<file path="src/hw/rtl/cbaf_pkg.sv">
package cbaf_pkg;

    localparam int MAX_BOX_DEF     = 63;
    localparam int SAMPLE_BITS_DEF = 16;
    localparam int HW_W            = 5;
    localparam int CNT_W           = 7;
    localparam int COUNT_SAT       = 127;
    localparam int FRAC_W          = 8;
    localparam int MEAN_W          = 24;
    localparam logic [HW_W-1:0] HW_RESET = 5'd1;

    typedef struct packed {
        logic take;
        logic rd_fl;
        logic upd;
        logic sub;
        logic div_start;
        logic load;
        logic run_last;
        logic row_last;
        logic dec_d;
        logic clr;
    } t_cmd;

    typedef struct packed {
        logic emit_main;
        logic row_end;
        logic d_zero;
        logic d_one;
        logic need_sub;
        logic div_done;
        logic out_free;
    } t_sts;

endpackage

</file>
<file path="src/hw/rtl/centered_box_average_filter.sv">
// Each item taken updates the window sum; where it owes a result, the sum is divided by
// the bit-serial divider (a quotient of SAMPLE_BITS + clog2(MAX_BOX+1) + 8 bits, 30 at
// the defaults) and the mean is put in the output register. A row end also owes flush
// results, each after the samples that leave the window are dropped from the sum. A new
// item is taken only once the last one is through; output stalls hold it back.
// Synchronous active-low reset clears the row state and sets half width to 1.
module centered_box_average_filter import cbaf_pkg::*; #(
    parameter int MAX_BOX     = MAX_BOX_DEF,
    parameter int SAMPLE_BITS = SAMPLE_BITS_DEF
) (
    input  logic                                 i_clk,
    input  logic                                 i_rst_n,
    input  logic                                 i_cfg_we,
    input  logic [HW_W-1:0]                      i_cfg_wdata,
    input  logic                                 s_axis_tvalid,
    output logic                                 s_axis_tready,
    input  logic [((SAMPLE_BITS+7)/8)*8-1:0]     s_axis_tdata,  // sample
    input  logic                                 s_axis_tlast,  // row_end
    output logic                                 m_axis_tvalid,
    input  logic                                 m_axis_tready,
    output logic [MEAN_W-1:0]                    m_axis_tdata,  // mean
    output logic                                 m_axis_tlast,  // row_last
    output logic                                 m_axis_tuser   // run_last
);
    t_cmd cmd;
    t_sts sts;

    cbaf_ctl u_ctl (
        .i_clk      (i_clk),
        .i_rst_n    (i_rst_n),
        .i_in_valid (s_axis_tvalid),
        .o_in_ready (s_axis_tready),
        .i_sts      (sts),
        .o_cmd      (cmd)
    );

    cbaf_dp #(
        .MAX_BOX     (MAX_BOX),
        .SAMPLE_BITS (SAMPLE_BITS)
    ) u_dp (
        .i_clk       (i_clk),
        .i_rst_n     (i_rst_n),
        .i_cfg_we    (i_cfg_we),
        .i_cfg_wdata (i_cfg_wdata),
        .i_sample    (signed'(s_axis_tdata[SAMPLE_BITS-1:0])),
        .i_row_end   (s_axis_tlast),
        .i_cmd       (cmd),
        .o_sts       (sts),
        .i_out_ready (m_axis_tready),
        .o_out_valid (m_axis_tvalid),
        .o_mean      (m_axis_tdata),
        .o_row_last  (m_axis_tlast),
        .o_run_last  (m_axis_tuser)
    );

    a_one_item: assert property (@(posedge i_clk) disable iff (!i_rst_n)
        s_axis_tvalid && s_axis_tready |=> !s_axis_tready)
        else $error("input taken twice in a row");

    a_row_run: assert property (@(posedge i_clk) disable iff (!i_rst_n)
        m_axis_tvalid && m_axis_tlast |-> m_axis_tuser)
        else $error("row end without run end");

    a_load_free: assert property (@(posedge i_clk) disable iff (!i_rst_n)
        cmd.load |-> sts.out_free)
        else $error("output overwritten");

endmodule

</file>
<file path="src/hw/rtl/cbaf_div.sv">
module cbaf_div import cbaf_pkg::*; #(
    parameter int SUM_W = 22
) (
    input  logic                            i_clk,
    input  logic                            i_rst_n,
    input  logic                            i_start,
    input  logic signed [SUM_W-1:0]         i_sum,
    input  logic        [CNT_W-1:0]         i_divisor,
    output logic                            o_done,
    output logic signed [SUM_W+FRAC_W-1:0]  o_quot
);
    localparam int QW = SUM_W + FRAC_W;
    localparam int CW = $clog2(QW + 1);

    logic [QW-1:0]    r_q;
    logic [CNT_W-1:0] r_rem;
    logic [CNT_W-1:0] r_dvs;
    logic [CW-1:0]    r_cnt;
    logic             r_neg;
    logic             r_done;
    logic [QW-1:0]    dvd;
    logic [CNT_W:0]   rem_sh;
    logic             q_bit;

    assign dvd    = {i_sum, {FRAC_W{1'b0}}};
    assign rem_sh = {r_rem, r_q[QW-1]};
    assign q_bit  = (rem_sh >= {1'b0, r_dvs});

    always_ff @(posedge i_clk) begin
        if (!i_rst_n) begin
            r_cnt  <= '0;
            r_done <= 1'b0;
        end else begin
            r_done <= 1'b0;
            if (i_start) begin
                r_cnt <= CW'(QW);
            end else if (r_cnt != '0) begin
                r_cnt <= r_cnt - 1'b1;
                if (r_cnt == CW'(1)) begin
                    r_done <= 1'b1;
                end
            end
        end
    end

    always_ff @(posedge i_clk) begin
        if (i_start) begin
            r_neg <= i_sum[SUM_W-1];
            r_q   <= i_sum[SUM_W-1] ? (~dvd + 1'b1) : dvd;
            r_rem <= '0;
            r_dvs <= i_divisor;
        end else if (r_cnt != '0) begin
            r_rem <= q_bit ? CNT_W'(rem_sh - {1'b0, r_dvs}) : CNT_W'(rem_sh);
            r_q   <= {r_q[QW-2:0], q_bit};
        end
    end

    assign o_done = r_done;
    assign o_quot = r_neg ? signed'(~r_q + 1'b1) : signed'(r_q);

endmodule

</file>
<file path="src/hw/rtl/cbaf_dp.sv">
module cbaf_dp import cbaf_pkg::*; #(
    parameter int MAX_BOX     = MAX_BOX_DEF,
    parameter int SAMPLE_BITS = SAMPLE_BITS_DEF
) (
    input  logic                          i_clk,
    input  logic                          i_rst_n,
    input  logic                          i_cfg_we,
    input  logic [HW_W-1:0]               i_cfg_wdata,
    input  logic signed [SAMPLE_BITS-1:0] i_sample,
    input  logic                          i_row_end,
    input  t_cmd                          i_cmd,
    output t_sts                          o_sts,
    input  logic                          i_out_ready,
    output logic                          o_out_valid,
    output logic [MEAN_W-1:0]             o_mean,
    output logic                          o_row_last,
    output logic                          o_run_last
);
    localparam int DEPTH = MAX_BOX + 1;
    localparam int AW    = $clog2(DEPTH);
    localparam int HMAX  = (MAX_BOX - 1) / 2;
    localparam int SUM_W = SAMPLE_BITS + AW;
    localparam int QW    = SUM_W + FRAC_W;

    logic signed [SAMPLE_BITS-1:0] r_mem [DEPTH];
    logic signed [SAMPLE_BITS-1:0] r_rdata;
    logic signed [SAMPLE_BITS-1:0] r_smp;
    logic                          r_end;
    logic signed [SUM_W-1:0]       r_sum;
    logic [CNT_W-1:0]              r_rc;
    logic [CNT_W-1:0]              r_cur;
    logic [HW_W-1:0]               r_d;
    logic [AW-1:0]                 r_wp;
    logic [HW_W-1:0]               r_hw;
    logic                          r_ovalid;
    logic [MEAN_W-1:0]             r_mean;
    logic                          r_row_last;
    logic                          r_run_last;

    logic [HW_W-1:0]               h;
    logic [CNT_W-1:0]              h_c;
    logic [CNT_W-1:0]              w;
    logic [CNT_W-1:0]              k;
    logic [CNT_W-1:0]              hd;
    logic [CNT_W-1:0]              lim;
    logic [CNT_W-1:0]              span;
    logic [AW-1:0]                 span_a;
    logic [AW-1:0]                 raddr;
    logic signed [SUM_W-1:0]       smp_x;
    logic signed [SUM_W-1:0]       rd_x;
    logic                          div_done;
    logic signed [QW-1:0]          quot;
    logic signed [QW+MEAN_W-1:0]   quot_x;

    assign h      = (int'(r_hw) > HMAX) ? HW_W'(HMAX) : r_hw;
    assign h_c    = CNT_W'(h);
    assign w      = CNT_W'({h, 1'b1});
    assign k      = (r_rc < CNT_W'(COUNT_SAT)) ? r_rc + 1'b1 : r_rc;
    assign hd     = h_c + CNT_W'(r_d);
    assign lim    = (r_rc < hd) ? r_rc : hd;
    assign span   = i_cmd.take ? w : r_cur;
    assign span_a = AW'(span);
    assign raddr  = (r_wp >= span_a) ? r_wp - span_a
                  : AW'(({1'b0, r_wp} + (AW+1)'(DEPTH)) - {1'b0, span_a});
    assign smp_x  = SUM_W'(r_smp);
    assign rd_x   = SUM_W'(r_rdata);
    assign quot_x = (QW+MEAN_W)'(quot);

    always_ff @(posedge i_clk) begin
        if (i_cmd.take || i_cmd.rd_fl) begin
            r_rdata <= r_mem[raddr];
        end
        if (i_cmd.upd) begin
            r_mem[r_wp] <= r_smp;
        end
        if (i_cmd.take) begin
            r_smp <= i_sample;
            r_end <= i_row_end;
        end
        if (i_cmd.load) begin
            r_mean     <= quot_x[MEAN_W-1:0];
            r_row_last <= i_cmd.row_last;
            r_run_last <= i_cmd.run_last;
        end
    end

    always_ff @(posedge i_clk) begin
        if (!i_rst_n) begin
            r_hw     <= HW_RESET;
            r_sum    <= '0;
            r_rc     <= '0;
            r_cur    <= '0;
            r_d      <= '0;
            r_wp     <= '0;
            r_ovalid <= 1'b0;
        end else begin
            if (i_cmd.load) begin
                r_ovalid <= 1'b1;
            end else if (i_out_ready) begin
                r_ovalid <= 1'b0;
            end
            if (i_cmd.clr || i_cfg_we) begin
                r_sum <= '0;
                r_rc  <= '0;
                r_cur <= '0;
                r_d   <= '0;
                r_wp  <= '0;
            end else begin
                if (i_cmd.upd) begin
                    r_sum <= r_sum + smp_x - ((r_rc >= w) ? rd_x : '0);
                    r_wp  <= (r_wp == AW'(DEPTH - 1)) ? '0 : r_wp + 1'b1;
                    r_rc  <= k;
                    r_cur <= (k < w) ? k : w;
                    r_d   <= (k < h_c) ? HW_W'(k) : h;
                end
                if (i_cmd.sub) begin
                    r_sum <= r_sum - rd_x;
                    r_cur <= r_cur - 1'b1;
                end
                if (i_cmd.dec_d) begin
                    r_d <= r_d - 1'b1;
                end
            end
            if (i_cfg_we) begin
                r_hw <= i_cfg_wdata;
            end
        end
    end

    cbaf_div #(
        .SUM_W (SUM_W)
    ) u_div (
        .i_clk     (i_clk),
        .i_rst_n   (i_rst_n),
        .i_start   (i_cmd.div_start),
        .i_sum     (r_sum),
        .i_divisor (r_cur),
        .o_done    (div_done),
        .o_quot    (quot)
    );

    always_comb begin
        o_sts.emit_main = (r_rc >= h_c + 1'b1);
        o_sts.row_end   = r_end;
        o_sts.d_zero    = (r_d == '0);
        o_sts.d_one     = (r_d == HW_W'(1));
        o_sts.need_sub  = (r_cur > lim);
        o_sts.div_done  = div_done;
        o_sts.out_free  = !r_ovalid || i_out_ready;
    end

    assign o_out_valid = r_ovalid;
    assign o_mean      = r_mean;
    assign o_row_last  = r_row_last;
    assign o_run_last  = r_run_last;

endmodule

</file>
<file path="src/hw/rtl/cbaf_ctl.sv">
module cbaf_ctl import cbaf_pkg::*; (
    input  logic i_clk,
    input  logic i_rst_n,
    input  logic i_in_valid,
    output logic o_in_ready,
    input  t_sts i_sts,
    output t_cmd o_cmd
);
    localparam logic [2:0] S_IDLE = 3'd0;
    localparam logic [2:0] S_UPD  = 3'd1;
    localparam logic [2:0] S_DEC  = 3'd2;
    localparam logic [2:0] S_FL   = 3'd3;
    localparam logic [2:0] S_FSUB = 3'd4;
    localparam logic [2:0] S_DIV  = 3'd5;
    localparam logic [2:0] S_EMIT = 3'd6;

    logic [2:0] r_state;
    logic [2:0] n_state;
    logic       r_fl;
    logic       n_fl;
    logic       more;

    assign o_in_ready = (r_state == S_IDLE);
    assign more = r_fl ? !i_sts.d_one : (i_sts.row_end && !i_sts.d_zero);

    always_comb begin
        n_state = r_state;
        n_fl    = r_fl;
        o_cmd   = '0;
        case (r_state)
            S_IDLE: begin
                n_fl = 1'b0;
                if (i_in_valid) begin
                    o_cmd.take = 1'b1;
                    n_state    = S_UPD;
                end
            end
            S_UPD: begin
                o_cmd.upd = 1'b1;
                n_state   = S_DEC;
            end
            S_DEC: begin
                if (i_sts.emit_main) begin
                    o_cmd.div_start = 1'b1;
                    n_state         = S_DIV;
                end else if (i_sts.row_end) begin
                    n_fl    = 1'b1;
                    n_state = S_FL;
                end else begin
                    n_state = S_IDLE;
                end
            end
            S_FL: begin
                if (i_sts.need_sub) begin
                    o_cmd.rd_fl = 1'b1;
                    n_state     = S_FSUB;
                end else begin
                    o_cmd.div_start = 1'b1;
                    n_state         = S_DIV;
                end
            end
            S_FSUB: begin
                o_cmd.sub = 1'b1;
                n_state   = S_FL;
            end
            S_DIV: begin
                if (i_sts.div_done) begin
                    n_state = S_EMIT;
                end
            end
            S_EMIT: begin
                if (i_sts.out_free) begin
                    o_cmd.load     = 1'b1;
                    o_cmd.run_last = !more;
                    o_cmd.row_last = i_sts.row_end && !more;
                    o_cmd.dec_d    = r_fl;
                    o_cmd.clr      = i_sts.row_end && !more;
                    n_fl           = 1'b1;
                    n_state        = more ? S_FL : S_IDLE;
                end
            end
            default: begin
                n_state = S_IDLE;
            end
        endcase
    end

    always_ff @(posedge i_clk) begin
        if (!i_rst_n) begin
            r_state <= S_IDLE;
            r_fl    <= 1'b0;
        end else begin
            r_state <= n_state;
            r_fl    <= n_fl;
        end
    end

endmodule
</file>
<file path="config.mk">
export PLATFORM = sky130hd
export DESIGN_NAME = centered_box_average_filter
export DESIGN_NICKNAME = d
export VERILOG_FILES = /design/src/hw/rtl/cbaf_pkg.sv /design/src/hw/rtl/centered_box_average_filter.sv /design/src/hw/rtl/cbaf_div.sv /design/src/hw/rtl/cbaf_dp.sv /design/src/hw/rtl/cbaf_ctl.sv
export SDC_FILE = /design/constraint.sdc
export NUM_CORES = 1
export LEC_CHECK = 0
export BUFFER_PORTS_ARGS = -buffer_cell sky130_fd_sc_hd__buf_4
export CAP_MARGIN = 20
export CORE_UTILIZATION = 63
export CTS_CLUSTER_SIZE = 12
export DETAILED_ROUTE_END_ITERATION = 10
export PLACE_DENSITY_LB_ADDON = 0.05
export REMOVE_ABC_BUFFERS = 1
export SLEW_MARGIN = 30
export SYNTH_ARGS = -nofsm -noshare
export SYNTH_HDL_FRONTEND = slang
export SYNTH_SLANG_ARGS = --single-unit
</file>
<file path="constraint.sdc">
create_clock -name i_clk -period 7.8 [get_ports i_clk]
set_clock_uncertainty 0.15 [all_clocks]
set_input_delay 2.34 -clock i_clk [delete_from_list [all_inputs] [get_ports i_clk]]
set_output_delay 2.34 -clock i_clk [all_outputs]
set_load 0.05 [all_outputs]
</file>
==> results of run 1 <==
## layout by cell type, fill, tap and decap left out, types with 21 or more instances in the layout
| cell type | instances |
|---|---|
| a211oi_1 | 28 |
| a21o_1 | 29 |
| a21oi_1 | 95 |
| buf_4 | 148 |
| clkbuf_1 | 40 |
| clkbuf_16 | 118 |
| dfxtp_1 | 70 |
| edfxtp_1 | 1121 |
| fa_1 | 24 |
| ha_1 | 101 |
| inv_1 | 141 |
| mux4_2 | 336 |
| nand2_1 | 87 |
| nand2b_1 | 30 |
| nand3_1 | 29 |
| nor2_1 | 190 |
| nor2b_1 | 24 |
| nor3_1 | 24 |
| o21ai_0 | 55 |
| xnor2_1 | 68 |
| xor2_1 | 21 |
## cell families (layout without fill, tap and decap cells)
| kind of cell | after synthesis | in the layout | synth area share, % |
|---|---|---|---|
| AO/OA/AOI/OAI | 311 | 311 | 4.00 |
| XOR/XNOR | 93 | 93 | 1.61 |
| adder cells (fa/ha/maj) | 127 | 127 | 3.51 |
| buffers and inverters | 264 | 494 | 1.96 |
| flip-flops | 1191 | 1191 | 69.2 |
| multiplexers | 362 | 362 | 15.5 |
| other | 1 | 4 | 0.00740 |
| AND/OR/NAND/NOR | 462 | 462 | 4.27 |
## worst register-to-register path, delay by kind of cell (launching register included)
family                   cells  cell delay, ns
flip-flops                   1            0.60
adder cells (fa/ha/maj)      3            1.15
multiplexers                 2            0.90
AND/OR/NAND/NOR              4            0.46
buffers and inverters        2            0.91
AO/OA/AOI/OAI                8            1.90
## final cells by class
cell class                 instances  area share, %
antenna                            3         0.0133
clock buffer                     164           5.64
clock inverter                    28          0.454
inverter                         141          0.937
multi-input combinational       1356           26.2
sequential                      1191           62.1
tap                             1050           2.33
timing repair buffer             161           2.38
## sequential cells by signal (all words and copies together) (netlist names), 3 cells and up
signal            cells
u_dp.u_div.r_rem      7
u_dp.r_mem         1024
u_dp.u_div.r_cnt      5
u_dp.o_mean          24
u_dp.r_rc             7
u_dp.r_sum           22
u_dp.r_d              5
u_ctl.r_state         3
u_dp.u_div.r_q       30
u_dp.r_wp             6
u_dp.r_cur            7
u_dp.r_rdata         16
u_dp.r_smp           16
u_dp.h                5
u_dp.u_div.r_dvs      7
## stage by stage
stage	hold slack, ns	cell area (µm²)	power [W]	setup slack, ns
final	0.341	56500	0.0156	1.49
after global routing	0.349	56500	0.0161	1.10
after CTS	0.345	56500	0.0156	1.51
after detailed placement	0.328	53000	0.0105	0.911
after global placement	0.331	53000	0.0104	0.991
after floorplan	0.292	50200	0.0101	-6.89
## worst paths after layout
check	endpoint	slack, ns
setup / recovery	u_dp.u_div.r_q[8]	1.49
hold / removal	u_dp.u_div.r_dvs[6]	0.34
setup reg to reg	u_dp.u_div.r_q[8]	1.49
hold reg to reg	u_dp.u_div.r_dvs[6]	0.34
## metal layers
metal  vias to the layer above  share of wire (%)  wire, µm
li1                      11500                  -         -
met1                     14300                 38     47700
met2                      1613                 48     60500
met3                       285                9.6     12100
met4                         4                4.2      5290
met5                         -              0.025        31
## power by group through the flow
stage	combinational (W)	clock, W	sequential [W]
after floorplan	0.00250	0	0.00759
after CTS	0.00293	0.00522	0.00748
after detailed placement	0.00290	0	0.00762
after global placement	0.00283	0	0.00761
final	0.00293	0.00517	0.00749
after global routing	0.00314	0.00545	0.00750
==> summary.txt, run 1 <==
Status = finished, final reports clean
TritonCTS buffer count = 118
Delay-heaviest family, CP = compound AO/OA/AOI/OAI gates
Min Tclk post-route = 6.31 ns
Buffer and inverter count on the worst path = 2
Crit path depth = 19
Starting DRC count in detailed routing = 3847
Post-cts sizing count = 0
Clock root cell = clkbuf_16
Die Wd = 286 µm
Data required, critical path = 8.07 ns
Final setup viols = 0
M2 GR Usage = 50.4%
Die Height = 286 µm
Number of max-cap violations = 0
CP max stage delay = 0.74 ns
Net Sw Frac = 26.4%
Row cnt = 103
Worst Reg2Reg Path Length in Cells = 19
Data arrival, critical path = 6.58 ns
Net switching power = 0.00412 W
GRT met3 Usage = 4.62%
Initial antenna violation count = 6
Area of the multi-input gates = 14800 µm²
GRT Max-Usage Layer = met2
Drt total wl = 126000 µm
Static leakage = 18.9 nW
Power density over the cells = 276 nW/µm²
Main synth FF type = edfxtp_1
Die area = 81600 µm²
Synthesized area per cell = 18.0 µm²
YS warnings = 0
Layout cells sized above 1 = 22.6%
Slew Viols, Final = 0
Drt pass-1 iters = 7
Max_slew headroom = 34.1%
Dpl hpwl = 71900 µm
Clock transition at path regs = 0.06 ns
Final nets = 3123
Seq pwr share = 48.1%
HP Class = reg2reg
Area leader, netlist = edfxtp_1
Area growth, synth to finish = 11.4%
Commonest cells in the netlist = 1121 x edfxtp_1, 336 x mux4_2, 192 x nor2_1
Core Footprint = 79300 µm²
IR drop worst, VDD = 0.000199 V
# port buffers = 54
Final period util = 80.9%
Number of global-route vias before repair = 27700
CP Launch Type = register
Setup Buffers After CTS = 0
H-tree depth = 3
Largest cells by area after synthesis = edfxtp_1 66%, mux4_2 15%, dfxtp_1 2.8%
Yosys top cell area share = 66.4%
Vias = 27700
Count of flip-flops with a built-in enable after synthesis = 1121
First-pass GRT wire length = 184000 µm
Setup tns final = 0 ns
Post-DR vias/cell = 6.77
Cells along the critical path = inv_1 -> fa_1 -> ha_1 -> a21o_1 -> a21oi_1 -> nor2b_1 -> o21ai_0 -> nand2b_1 -> a211oi_1 -> mux2_2 -> ha_1 -> a21oi_1 -> nor2b_1 -> o21ai_0 -> o21ai_0 -> o221a_2 -> nor4b_2 -> buf_4 -> mux2_2
Fraction of registers with async set/reset = 0%
Fillers = 4822
Fin util = 71.3%
Final antenna-violating net count = 0
GPL Wtd Cong = 0.905
Crit Path Category = reg2reg
Hold Startpoint = u_dp.r_cur[6]
Largest net degree at the start of global routing = 101
Drt drc = 0
Worst Setup End Kind = register
Worst-margin pin slew = 0.981 ns
Io pins = 55
Clock Latency Late Sink = 0.68 ns
Internal = 0.0115 W
Gr usage total = 31.5%
WHS Path Cells = 0
Post-synthesis sequential area ratio = 69.2%
RR Startpoint = u_dp.h[1]
Post-synthesis register bit count = 1191
Final hold violation count = 0
Max clock buf depth = 3
M1 GR Usage = 44.4%
WL per Instance = 30.7 µm
Clk sinks = 1191
TritonCTS clock tree = done
Reg area = 35100 µm²
Clock group share of total power = 33.2%
Crit-path max FO = 71
Post-Syn Instances = 2811
Grt ovf = 0
Mapped Area = 50700 µm²
Placed cell count = 3899
Crit path from = u_dp.h[1]
Fmax = 158 MHz
Gate power share = 18.8%
Slowest stage cell, crit path = a211oi_1
Most frequent CP cell = o21ai_0
Starting Density = 63.9%
Hold buffer count at CTS = 0
Final Instance Count excl. Fillers = 4094
Most common cell in the synthesized netlist = edfxtp_1
Synth cell types = 67
RSZ-0062 raised after global routing = false
Note: power is estimated with default switching activity, not from simulation.
==> run 2: changes to the inputs <==
--- a/config.mk
+++ b/config.mk
@@ -5,9 +5,10 @@
 export SDC_FILE = /design/constraint.sdc
 export NUM_CORES = 1
 export LEC_CHECK = 0
+export ABC_AREA = 1
 export BUFFER_PORTS_ARGS = -buffer_cell sky130_fd_sc_hd__buf_4
 export CAP_MARGIN = 20
-export CORE_UTILIZATION = 63
+export CORE_UTILIZATION = 57
 export CTS_CLUSTER_SIZE = 12
 export DETAILED_ROUTE_END_ITERATION = 10
 export PLACE_DENSITY_LB_ADDON = 0.05
==> constraint.sdc (replaced) <==
create_clock -name i_clk -period 5.5 [get_ports i_clk]
set_clock_uncertainty 0.15 [all_clocks]
set_input_delay 1.65 -clock i_clk [delete_from_list [all_inputs] [get_ports i_clk]]
set_output_delay 1.65 -clock i_clk [all_outputs]
set_load 0.05 [all_outputs]
==> run 2 against run 1 <==
Sequential power increased by 46%. Via count increased by 37%. Power increased by 75%. Cell area increased by 5.7%. Cell count increased by 53%. Area after synthesis increased by 6.1%. Highest routed layer is now met4. Synthesized cell count increased by 73%. Die area increased by 17%. Critical path depth increased by 6. Sequential cell count unchanged. Register-to-register slack got worse by 0.73 ns.
==> summary.txt, run 2 <==
DR top layer = met4
Largest register FFs = 1024 (unchanged)
Crit-path max FO = 28 (-61%)
Max clock buf depth = 3 (unchanged)
Commonest non-fill, non-tap cells in the layout = 1121 x edfxtp_1, 890 x nor2_1, 558 x o21ai_0, 484 x nand2_1, 330 x inv_1
Biggest register = u_dp.r_mem
Min Tclk post-route = 4.74 ns (-1.57 ns)
Met2 routed WL = 66500 µm (+9.9%)
Fraction of registers with async set/reset = 0% (unchanged)
Slowest stage cell, crit path = fa_1
Final setup viols = 0 (unchanged)
Die area = 95600 µm² (+17%)
Setup Buffers After CTS = 0 (unchanged)
Most common cell after layout, fill and taps aside = edfxtp_1
Worst-margin pin slew = 0.855 ns (-0.126 ns)
Reg-to-reg endpoint = u_dp.u_div.r_q[8]
Largest cells by area after synthesis = edfxtp_1 63%, nor2_1 6.2%, o21ai_0 5.2%
Final nets = 5085 (+63%)
RR Startpoint = u_dp.h[0]
CP Launch Type = register
First-pass GRT wire length = 223000 µm (+22%)
Count of flip-flops with a built-in enable after synthesis = 1121 (unchanged)
Net switching power = 0.00980 W (+140%)
Number of max-cap violations = 0 (unchanged)
ANT cells = 0 (-3)
Synth cell types = 53 (-21%)
Starting Density = 57.6% (-6.3 points)
Clock root cell = clkbuf_16
Gate power share = 32.0% (+13 points)
Commonest cells in the netlist = 1121 x edfxtp_1, 894 x nor2_1, 558 x o21ai_0
IR drop worst, VDD = 0.000305 V (+53%)
Drt pass-1 iters = 8 (+1)
Worst reg2reg setup slack = 0.76 ns (-0.73 ns)
Drt drc = 0 (unchanged)
Final hold violation count = 0 (unchanged)
Most frequent CP cell = nand2_1
Delay-heaviest family, CP = adder cells
CP max stage delay = 0.40 ns (-0.34 ns)
Static leakage = 21.3 nW (+13%)
Initial antenna violation count = 1 (-5)
Grt ovf = 0 (unchanged)
Met1 Routed Length = 62900 µm (+32%)
Clk sinks = 1191 (unchanged)
RSZ-0062 raised after global routing = false
Clock Latency Late Sink = 0.73 ns (+0.05 ns)
Final period util = 86.1% (+5.2 points)
Data arrival, critical path = 4.99 ns (-1.59 ns)
GPL Wtd Cong = 0.953 (+5.2%)
Data required, critical path = 5.75 ns (-2.32 ns)
Post-synthesis sequential area ratio = 65.2% (-4.0 points)
# port buffers = 54 (unchanged)
Main synth FF type = edfxtp_1
Post-cts sizing count = 0 (unchanged)
Final antenna-violating net count = 0 (unchanged)
HP Class = reg2reg
Hold buffer count at CTS = 0 (unchanged)
Most common cell in the synthesized netlist = edfxtp_1
Wire length on met3 = 15600 µm (+29%)
Vias = 37900 (+37%)
Internal = 0.0175 W (+53%)
Die Wd = 309 µm (+8.2%)
Hold Startpoint = u_dp.u_div.r_q[0]
WL per Instance = 23.9 µm (-22%)
Io pins = 55 (unchanged)
WHS Path Cells = 0 (unchanged)
Power density over the cells = 458 nW/µm² (+66%)
TritonCTS clock tree = done
Worst Reg2Reg Path Length in Cells = 25 (+6)
Crit Path Category = reg2reg
Drt total wl = 149000 µm (+19%)
Hold Path End = u_dp.o_mean[0]
Slew Viols, Final = 0 (unchanged)
Final hold slack = 0.317 ns (-0.0240 ns)
YS warnings = 0 (unchanged)
Mapped Area = 53800 µm² (+6.1%)
Yosys top cell area share = 62.6% (-3.8 points)
Seq pwr share = 39.7% (-8.4 points)
Buffer and inverter count on the worst path = 4 (+2)
Starting DRC count in detailed routing = 4256 (+11%)
Layout cells sized above 1 = 8.63% (-14 points)
Worst Setup End Kind = register
Fillers = 7325 (+52%)
Synthesized area per cell = 11.1 µm² (-39%)
Area growth, synth to finish = 11.0%
Dpl hpwl = 91600 µm (+27%)
Clock group share of total power = 28.3% (-4.9 points)
H-tree depth = 3 (unchanged)
Clock transition at path regs = 0.06 ns (about the same)
Core Footprint = 93300 µm² (+18%)
Largest net degree at the start of global routing = 151 (+50%)
Fin util = 64.0% (-7.3 points)
Max_slew headroom = 43.0% (+8.9 points)
Gr usage total = 31.6% (+0.086 points)
Area leader, netlist = edfxtp_1
Area of the multi-input gates = 16200 µm² (+9.9%)
Reg area = 35100 µm² (unchanged)
Post-DR vias/cell = 6.06 (-10%)
Number of global-route vias before repair = 35800 (+29%)
Fmax = 211 MHz (+33%)
Status = finished, final reports clean
TritonCTS buffer count = 120 (+1.7%)
Post-Syn Instances = 4861 (+73%)
Net Sw Frac = 35.9% (+9.4 points)
Die Height = 309 µm (+8.2%)
Post-synthesis register bit count = 1191 (unchanged)
Row cnt = 112 (+8.7%)
-- run 2: area by class of cell --
| cell class | count | area share [%] |
|---|---|---|
| Timing Repair Buffer | 200 | 3.12 |
| Tap cell | 1254 | 2.63 |
| Multi-Input combinational cell | 3065 | 27.2 |
| Sequential cell | 1191 | 58.7 |
| Clock inverter | 39 | 0.740 |
| Inverter | 353 | 2.25 |
| Clock buffer | 160 | 5.32 |
-- run 2: stage by stage --
stage	power (W)	TNS, ns	setup slack, ns	std cells	instance area [µm²]
floorplan	0.0166	-173.58	-10.85	4609	52500
global placement	0.0195	0	0.358	6063	56100
detailed placement	0.0196	0	0.307	6063	56100
CTS	0.0273	0	0.719	6262	59700
global route	0.0286	0	0.245	6262	59700
finish	0.0273	0	0.763	6262	59700
-- run 2: worst max path at each step --
stage	start	end	slack, ns	depth (start not counted)
after floorplan	s_axis_tvalid	u_dp.r_rdata[10]	-10.85	10
after CTS	u_dp.h[0]	u_dp.u_div.r_q[7]	0.72	25
after global placement	s_axis_tvalid	u_dp.r_rdata[9]	0.36	13
after global routing	u_dp.h[2]	u_dp.u_div.r_q[8]	0.25	24
after detailed placement	s_axis_tvalid	u_dp.r_rdata[9]	0.31	13
final	u_dp.h[0]	u_dp.u_div.r_q[8]	0.76	25
-- run 2: kinds of logic after synthesis --
group	synth area share, %
and+or+nand+nor	14.0
DFF	65.2
AOI/OAI and AO/OA	11.7
buffers and inverters	4.78
adders and majority gates	3.30
xor gates and xnor gates	1.04
other	0.00697
-- run 2: power groups by stage --
| stage | registers (W) | clock network, W | logic [W] |
|---|---|---|---|
| 4_1_cts | 0.0108 | 0.00779 | 0.00866 |
| 3_3_place_gp | 0.0110 | 0 | 0.00853 |
| 5_1_grt | 0.0109 | 0.00811 | 0.00962 |
| 2_1_floorplan | 0.0110 | 0 | 0.00563 |
| 3_5_place_dp | 0.0110 | 0 | 0.00863 |
| 6_report | 0.0109 | 0.00772 | 0.00874 |
-- run 2: layer usage --
metal | GRT usage, % | up-vias
li1 | - | 17400
met1 | 46.2 | 18500
met2 | 47.7 | 1737
met3 | 6.45 | 224
met4 | 9.68 | 0
met5 | 0 | -
